==> src/rtl/nnir_pkg.sv <==
package nnir_pkg;

  // default store geometry
  localparam int DEF_MAX_COLS = 256;
  localparam int DEF_MAX_ROWS = 256;

  // field widths
  localparam int COORD_W = 8;
  localparam int PIXEL_W = 24;
  localparam int CFG_W   = 9;

  // coordinate times source size, 8 x 9 bits
  localparam int PROD_W  = COORD_W + CFG_W;

  // register reset values
  localparam logic [CFG_W-1:0] SRC_SIZE_RST = 9'd256;
  localparam logic [CFG_W-1:0] DST_SIZE_RST = 9'd150;

  // configuration register indexes
  typedef enum logic [1:0] {
    REG_SRC_COLS = 2'd0,
    REG_SRC_ROWS = 2'd1,
    REG_DST_COLS = 2'd2,
    REG_DST_ROWS = 2'd3
  } cfg_reg_t;

endpackage

==> src/rtl/nnir_div.sv <==
module nnir_div (
  input  logic                        clk,
  input  logic                        rst_n,
  input  logic                        start,
  input  logic [nnir_pkg::PROD_W-1:0] dividend,
  input  logic [nnir_pkg::CFG_W-1:0]  divisor,
  output logic                        done,
  output logic [nnir_pkg::PROD_W-1:0] quotient
);

  localparam int DW = nnir_pkg::PROD_W;
  localparam int VW = nnir_pkg::CFG_W;
  localparam int CW = $clog2(DW + 1);

  logic          busy_r, busy_nxt;
  logic          done_r, done_nxt;
  logic [CW-1:0] cnt_r, cnt_nxt;
  logic [VW-1:0] rem_r, rem_nxt;
  logic [DW-1:0] quo_r, quo_nxt;
  logic [VW-1:0] dvs_r, dvs_nxt;
  logic [VW:0]   trial;
  logic [VW:0]   diff;

  // restoring division, one quotient bit per cycle
  always_comb begin
    busy_nxt = busy_r;
    done_nxt = 1'b0;
    cnt_nxt  = cnt_r;
    rem_nxt  = rem_r;
    quo_nxt  = quo_r;
    dvs_nxt  = dvs_r;
    trial    = {rem_r, quo_r[DW-1]};
    diff     = trial - {1'b0, dvs_r};
    if (start) begin
      busy_nxt = 1'b1;
      cnt_nxt  = CW'(DW);
      rem_nxt  = '0;
      quo_nxt  = dividend;
      dvs_nxt  = divisor;
    end else if (busy_r) begin
      if (trial >= {1'b0, dvs_r}) begin
        rem_nxt = diff[VW-1:0];
        quo_nxt = {quo_r[DW-2:0], 1'b1};
      end else begin
        rem_nxt = trial[VW-1:0];
        quo_nxt = {quo_r[DW-2:0], 1'b0};
      end
      cnt_nxt = cnt_r - CW'(1);
      if (cnt_r == CW'(1)) begin
        busy_nxt = 1'b0;
        done_nxt = 1'b1;
      end
    end
  end

  // control state
  always_ff @(posedge clk) begin
    if (!rst_n) begin
      busy_r <= 1'b0;
      done_r <= 1'b0;
      cnt_r  <= '0;
    end else begin
      busy_r <= busy_nxt;
      done_r <= done_nxt;
      cnt_r  <= cnt_nxt;
    end
  end

  // datapath
  always_ff @(posedge clk) begin
    rem_r <= rem_nxt;
    quo_r <= quo_nxt;
    dvs_r <= dvs_nxt;
  end

  assign done     = done_r;
  assign quotient = quo_r;

endmodule

==> config.mk <==
export PLATFORM = sky130hd
export DESIGN_NAME = nnir_div
export DESIGN_NICKNAME = d
export VERILOG_FILES = /design/src/rtl/nnir_pkg.sv /design/src/rtl/nnir_div.sv
export SDC_FILE = /design/constraint.sdc
export NUM_CORES = 1
export LEC_CHECK = 0
export ABC_CLOCK_PERIOD_IN_PS = 4100
export BUFFER_PORTS_ARGS = -buffer_cell sky130_fd_sc_hd__buf_4
export CORE_MARGIN = 10
export CORE_UTILIZATION = 58
export CTS_CLUSTER_DIAMETER = 200
export CTS_CLUSTER_SIZE = 16
export DETAILED_ROUTE_END_ITERATION = 12
export PLACE_DENSITY = 0.84
export SLEW_MARGIN = 20
export SYNTH_ARGS = -nofsm -noshare
export SYNTH_HDL_FRONTEND = slang
export SYNTH_SLANG_ARGS = --single-unit
==> constraint.sdc <==
create_clock -name clk -period 4.1 [get_ports clk]
set_input_delay 0.82 -clock clk [delete_from_list [all_inputs] [get_ports clk]]
set_output_delay 0.82 -clock clk [all_outputs]
set_load 0.01 [all_outputs]
==> results.cfg, run 1 <==
[synthesis]
ys_async_sr_fraction = 0
synth_seq_area_share = 0.5037
synth_area_sq_um = 2186
ys_warn_count = 0
synth_cells = 188
ys.flop_type = edfxtp_1
ys_types = 40
syn_area_per_cell_sq_um = 11.63
synth.net_count = 229
synth-seq-cells = 42
synth_edf_count = 26

[power]
p_int_uw = 781.3
pwr-share-clk = 0.270
p_sw_uw = 292.6
sw_frac_of_total = 0.2725
powerDensity_nw_per_um2 = 403.7
share_comb_of_total_power = 0.245
seqPwrFrac = 0.486
p_leak_nw = 1.124
vdd_ir_drop_max_uv = 307.9

[place]
io_buffers = 46
placed_cell_area_sq_um = 2559
place_inst = 274
dp_hpwl_mm = 3.435
place_ws_ns = 1.467
place.gp.congestion = 0.7891

[cts]
cts_resized = 0
cts.sinks = 42
clk_pin_slew_ns = 0.08
h-tree-depth = 2
cts_setup_buffers = 0
clk_latency_ns = 0.30
cts-root-buf = clkbuf_8
cts_buffers = 5
cts_max_path_buffers = 2
ctsHoldBuffers = 0
cts_tree = done

[sta]
slew_violations = 0
tightest_slew_ns = 0.8386
hold_viol = 0
final.setup.worst_slack_ns = 1.461
setup_viol = 0
rsz0062_at_grt = no
setup_tns_ns = 0
slew_headroom = 0.4402
fmax_mhz = 378.9
finalCritPeriodShare = 0.6437
finalClockSkew_ns = 0.01101
min_period_ns = 2.639

[detailed_routing]
drc_errors = 0
route.antenna.remaining_nets = 0
num_vias = 1524
drt_iter0_markers = 90
wl_mm = 4.504
drt-wirelength-per-cell_um = 15.97
dr.pass1.iters = 4
vias_per_cell = 5.404

[global_route]
grt_use_total = 0.1409
grt_start_max_net_pins = 41
grt_antenna_before_repair = 0
grt_first_pass_wirelength_mm = 7.155
grt_pass1_vias = 1563
overflow = 0

[cells_and_area]
nNetsFinal = 274
drive_gt1_frac = 0.3291
seqCellArea_sq_um = 1101
fill_cells = 262
finalInstanceArea_sq_um = 2660
n_antenna_cell = 0
multiInputGateArea_sq_um = 999.7
final_cells = 282
areaGrowthSynthToFinish_pct = 21.69

[floorplanning]
row_count = 22
dieArea_sq_um = 6624
ios = 47
start_util = 0.5971
core_sq_um = 3661
die_w_um = 81.39
die_h_um = 81.39

[critical_path]
cp-end-kind = flop
crit_required_ns = 4.16
crit_fanout = 8
path_class = flop to flop
cp-start-kind = flop
crit_start = quotient[16]$_DFFE_PP_
arrival_ns = 2.70
regToRegStartpoint = quotient[16]$_DFFE_PP_

[worst_hold_path]
holdCritPathClass = flop to flop
worstHoldStart = rem_r[2]$_SDFFE_PP0P_

[flow_run]
max-cap-violations = 0

[status]
status = completed
-- power by group through the flow --
stage | Clock, mW | Sequential, mW | Combinational [mW]
after global routing | 0.316 | 0.527 | 0.290
after CTS | 0.298 | 0.522 | 0.264
after detailed placement | 0 | 0.531 | 0.263
after global placement | 0 | 0.529 | 0.257
after floorplan | 0 | 0.531 | 0.173
final | 0.290 | 0.522 | 0.263
-- critical path, stage by stage, from the launching register on --
cell,delay (ns)
edfxtp_1,0.41
inv_1,0.08
ha_1,0.15
inv_1,0.05
fa_1,0.39
a211oi_1,0.41
o21a_1,0.30
o211ai_2,0.25
mux2_2,0.35
-- worst paths after layout --
| kind | end | slack [ns] | cells past startpoint |
|---|---|---|---|
| setup / recovery | quotient[0]$_DFFE_PP_ | 1.46 | 8 |
| hold / removal | rem_r[2]$_SDFFE_PP0P_ | 0.49 | 2 |
| setup reg to reg | quotient[0]$_DFFE_PP_ | 1.46 | 8 |
| hold reg to reg | rem_r[2]$_SDFFE_PP0P_ | 0.49 | 2 |
-- synthesized netlist by cell type (all sizes together) (3+ instances only) --
| master | n | share of area |
|---|---|---|
| a311oi | 4 | 0.019 |
| clkbuf | 6 | 0.010 |
| ha | 11 | 0.063 |
| nand2b | 3 | 0.0086 |
| nand2 | 9 | 0.015 |
| o21a | 3 | 0.010 |
| nor2 | 17 | 0.029 |
| mux2i | 6 | 0.027 |
| dfxtp | 16 | 0.15 |
| a211oi | 8 | 0.027 |
| nand3 | 3 | 0.0069 |
| o211ai | 5 | 0.019 |
| mux2 | 18 | 0.093 |
| edfxtp | 26 | 0.36 |
| a21oi | 7 | 0.016 |
| inv | 14 | 0.024 |
| xor2 | 6 | 0.024 |
-- kinds of logic after synthesis --
family	Yosys count	share of synthesized area
AND/OR/NAND/NOR	46	0.1151
XOR/XNOR	8	0.03206
buffers and inverters	22	0.03892
flip-flops	42	0.5037
adder cells (fa/ha/maj)	12	0.07212
AO/OA/AOI/OAI	34	0.1179
multiplexers	24	0.1202
-- flip-flops by register name, summed over array words and instances (netlist names) --
signal	flops
quotient	17
dvs_r	9
rem_r	9
cnt_r	5
busy_r	1
done	1
-- per-layer routing --
metal / part of all wire / GRT usage / vias to the layer above / wire length (um)
li1: - / - / 778 / -
met1: 0.41 / 0.1546 / 708 / 1851
met2: 0.50 / 0.2338 / 32 / 2272
met3: 0.074 / 0.06843 / 6 / 332
met4: 0.010 / 0.04671 / 0 / 47
met5: 0 / 0 / - / 0
-- metrics by stage --
stage	utilization	power, mW	hold slack, ns
2_1_floorplan	-	0.7041	0.4569
3_3_place_gp	0.6989	0.7866	0.4729
3_5_place_dp	0.6989	0.7938	0.4769
4_1_cts	0.7266	1.084	0.4879
5_1_grt	0.7266	1.134	0.5188
6_report	0.7266	1.074	0.4864
-- layout by cell type, fill, tap and decap left out, drive strengths merged --
master   netlist  final
buf            2     46
edfxtp        26     26
mux2          18     18
nor2          17     17
dfxtp         16     16
inv           14     14
ha            11     11
nand2          9      9
a211oi         8      8
clkbuf         6      8
a21oi          7      7
xor2           6      6
mux2i          6      6
o211ai         5      5
a311oi         4      4
o21a           3      3
nand3          3      3
nand2b         3      3
nor3           2      2
xnor2          2      2
nand3b         2      2
o31ai          2      2
nand4b         2      2
or3            2      2
o211a          2      2
or2            1      1
a21o           1      1
or4b           1      1
nor2b          1      1
nor4           1      1
and2           1      1
o21ai          1      1
and4b          1      1
o2111ai        1      1
fa             1      1
-- final cells by class --
| type | count | share of cell area |
|---|---|---|
| Clock buffer | 8 | 0.03810 |
| Timing Repair Buffer | 46 | 0.1298 |
| Sequential cell | 42 | 0.4139 |
| Inverter | 14 | 0.01976 |
| Tap cell | 48 | 0.02258 |
| Multi-Input combinational cell | 124 | 0.3758 |
(Power assumes the default switching activity.)
==> inputs of run 2 (changes only) <==
ABC_CLOCK_PERIOD_IN_PS = 2260   (was 4100)
CORE_UTILIZATION = 49   (was 58)
PLACE_DENSITY = 0.76   (was 0.84)
clock period = 2.26 ns   (was 4.1 ns; I/O delays follow)
==> results.cfg, run 2 (synthesis results as in run 1) <==
[cts]
clk_latency_ns = 0.29
cts_buffers = 5
cts_tree = done
cts_max_path_buffers = 2
cts.sinks = 42
clk_pin_slew_ns = 0.08
cts-root-buf = clkbuf_8
h-tree-depth = 2

[status]
status = completed

[global_route]
overflow = 0
grt_antenna_before_repair = 0
grt_first_pass_wirelength_mm = 8.521
grt_start_max_net_pins = 24
grt_pass1_vias = 1785
grt_use_total = 0.1393

[sta]
hold_viol = 0
slew_headroom = 0.6539
fmax_mhz = 448.6
final.setup.worst_slack_ns = 0.03088
hold_slack_ns = 0.3293
min_period_ns = 2.229
slew_violations = 0
setup_viol = 0
finalCritPeriodShare = 0.9863
rsz0062_at_grt = yes
finalClockSkew_ns = 0.004070
tightest_slew_ns = 0.5184

[critical_path]
cp-end-kind = flop
regToRegStartpoint = quotient[16]$_DFFE_PP_
cpPeakStageDelay_ns = 0.40
arrival_ns = 2.44
worst_r2r_path_depth = 9
cp-start-kind = flop
crit_fanout = 4
timing.rr.end = rem_r[8]$_SDFFE_PP0P_
crit_required_ns = 2.47
path_cells = inv_1, ha_1, inv_1, fa_2, a211oi_4, o211ai_1, o211a_1, or3_1, a311oi_2
crit_path_frequent_cell = inv_1
cp_slowest_cell = edfxtp_1
reg2reg_slack_ns = 0.03
path_class = flop to flop

[detailed_routing]
num_vias = 1629
drc_errors = 0
wl_mm = 4.978
vias_per_cell = 5.430
drt-wirelength-per-cell_um = 16.59
drt_iter0_markers = 70
dr.pass1.iters = 4
route.antenna.remaining_nets = 0

[floorplanning]
die_w_um = 86.79
start_util = 0.5055
die_h_um = 86.79
ios = 47
core_sq_um = 4324
row_count = 24
dieArea_sq_um = 7533

[cells_and_area]
fill_cells = 338
layout_commonest_cell = buf_4
areaGrowthSynthToFinish_pct = 31.08
drive_gt1_frac = 0.3911
layout_common_cells = buf_4 (59), edfxtp_1 (26), mux2_2 (18)
nNetsFinal = 288
fin_util = 0.6626
largest_register_ffs = 17
final_cells = 300
n_antenna_cell = 0

[worst_hold_path]
holdCritPathClass = primary input to flop
hold_end = dvs_r[5]$_DFFE_PP_
holdPathStages = 1
worstHoldStart = divisor[5]

[place]
place_ws_ns = -0.03218
place_inst = 290
io_buffers = 46
place.gp.congestion = 0.8485
dp_hpwl_mm = 3.687

[power]
p_leak_nw = 1.217
vdd_ir_drop_max_uv = 454.7
powerDensity_nw_per_um2 = 783.1
power_mw = 2.244

[flow_run]
max-cap-violations = 0
==> run 2: worst max path at each step <==
stage | from | to | slack [ns] | cells after the start
floorplan | quotient[16]$_DFFE_PP_ | quotient[0]$_DFFE_PP_ | 0.02 | 8
global placement | quotient[16]$_DFFE_PP_ | quotient[0]$_DFFE_PP_ | 0.01 | 8
detailed placement | quotient[16]$_DFFE_PP_ | quotient[0]$_DFFE_PP_ | -0.03 | 8
CTS | quotient[16]$_DFFE_PP_ | rem_r[8]$_SDFFE_PP0P_ | -0.02 | 9
global route | quotient[16]$_DFFE_PP_ | rem_r[8]$_SDFFE_PP0P_ | -0.09 | 9
finish | quotient[16]$_DFFE_PP_ | rem_r[8]$_SDFFE_PP0P_ | 0.03 | 9
==> run 2: routing by layer <==
metal	vias up	wire length, um	GRT usage
li1	809	-	-
met1	778	2082	0.1568
met2	37	2427	0.2285
met3	5	411	0.06660
met4	0	55	0.03976
met5	-	0	0
==> run 2: metrics by stage <==
step                TNS [ns]  cell area, sq um
CTS                 -0.03760              2834
floorplan                  0              2203
finish                     0              2865
global route         -0.1597              2865
detailed placement  -0.06461              2684
global placement           0              2684
==> run 2: worst max-delay path, delay by kind of cell, from the launching register on <==
| family | cells | cell delay (ns) |
|---|---|---|
| buf+inv | 2 | 0.13 |
| fa+ha+maj | 2 | 0.52 |
| flops | 1 | 0.40 |
| simple gates | 1 | 0.32 |
| compound gates | 4 | 0.77 |
==> run 2: layout make-up <==
class / count / area, sq um / share of cell area
Inverter: 14 / 52.55 / 0.01834
Clock inverter: 2 / 60.06 / 0.02096
Tap cell: 52 / 65.06 / 0.02271
Sequential cell: 42 / 1101 / 0.3843
Clock buffer: 6 / 82.58 / 0.02882
Timing Repair Buffer: 60 / 462.9 / 0.1616
Multi-Input combinational cell: 124 / 1041 / 0.3633
==> run 2: timing repair <==
action / 4_1_cts / 5_1_grt
hold buffers: 0 / 0
resized for setup: 1 / 3
setup buffers: 0 / 2
pin swaps: 3 / 4
endpoints found under the setup margin: 6 / 10
==> run 2: report_power, final <==
part,total [mW],internal (mW),switching [mW]
sequential,0.945,0.896,0.0493
clock,0.735,0.471,0.264
combinational,0.563,0.291,0.272
total,2.24,1.66,0.586
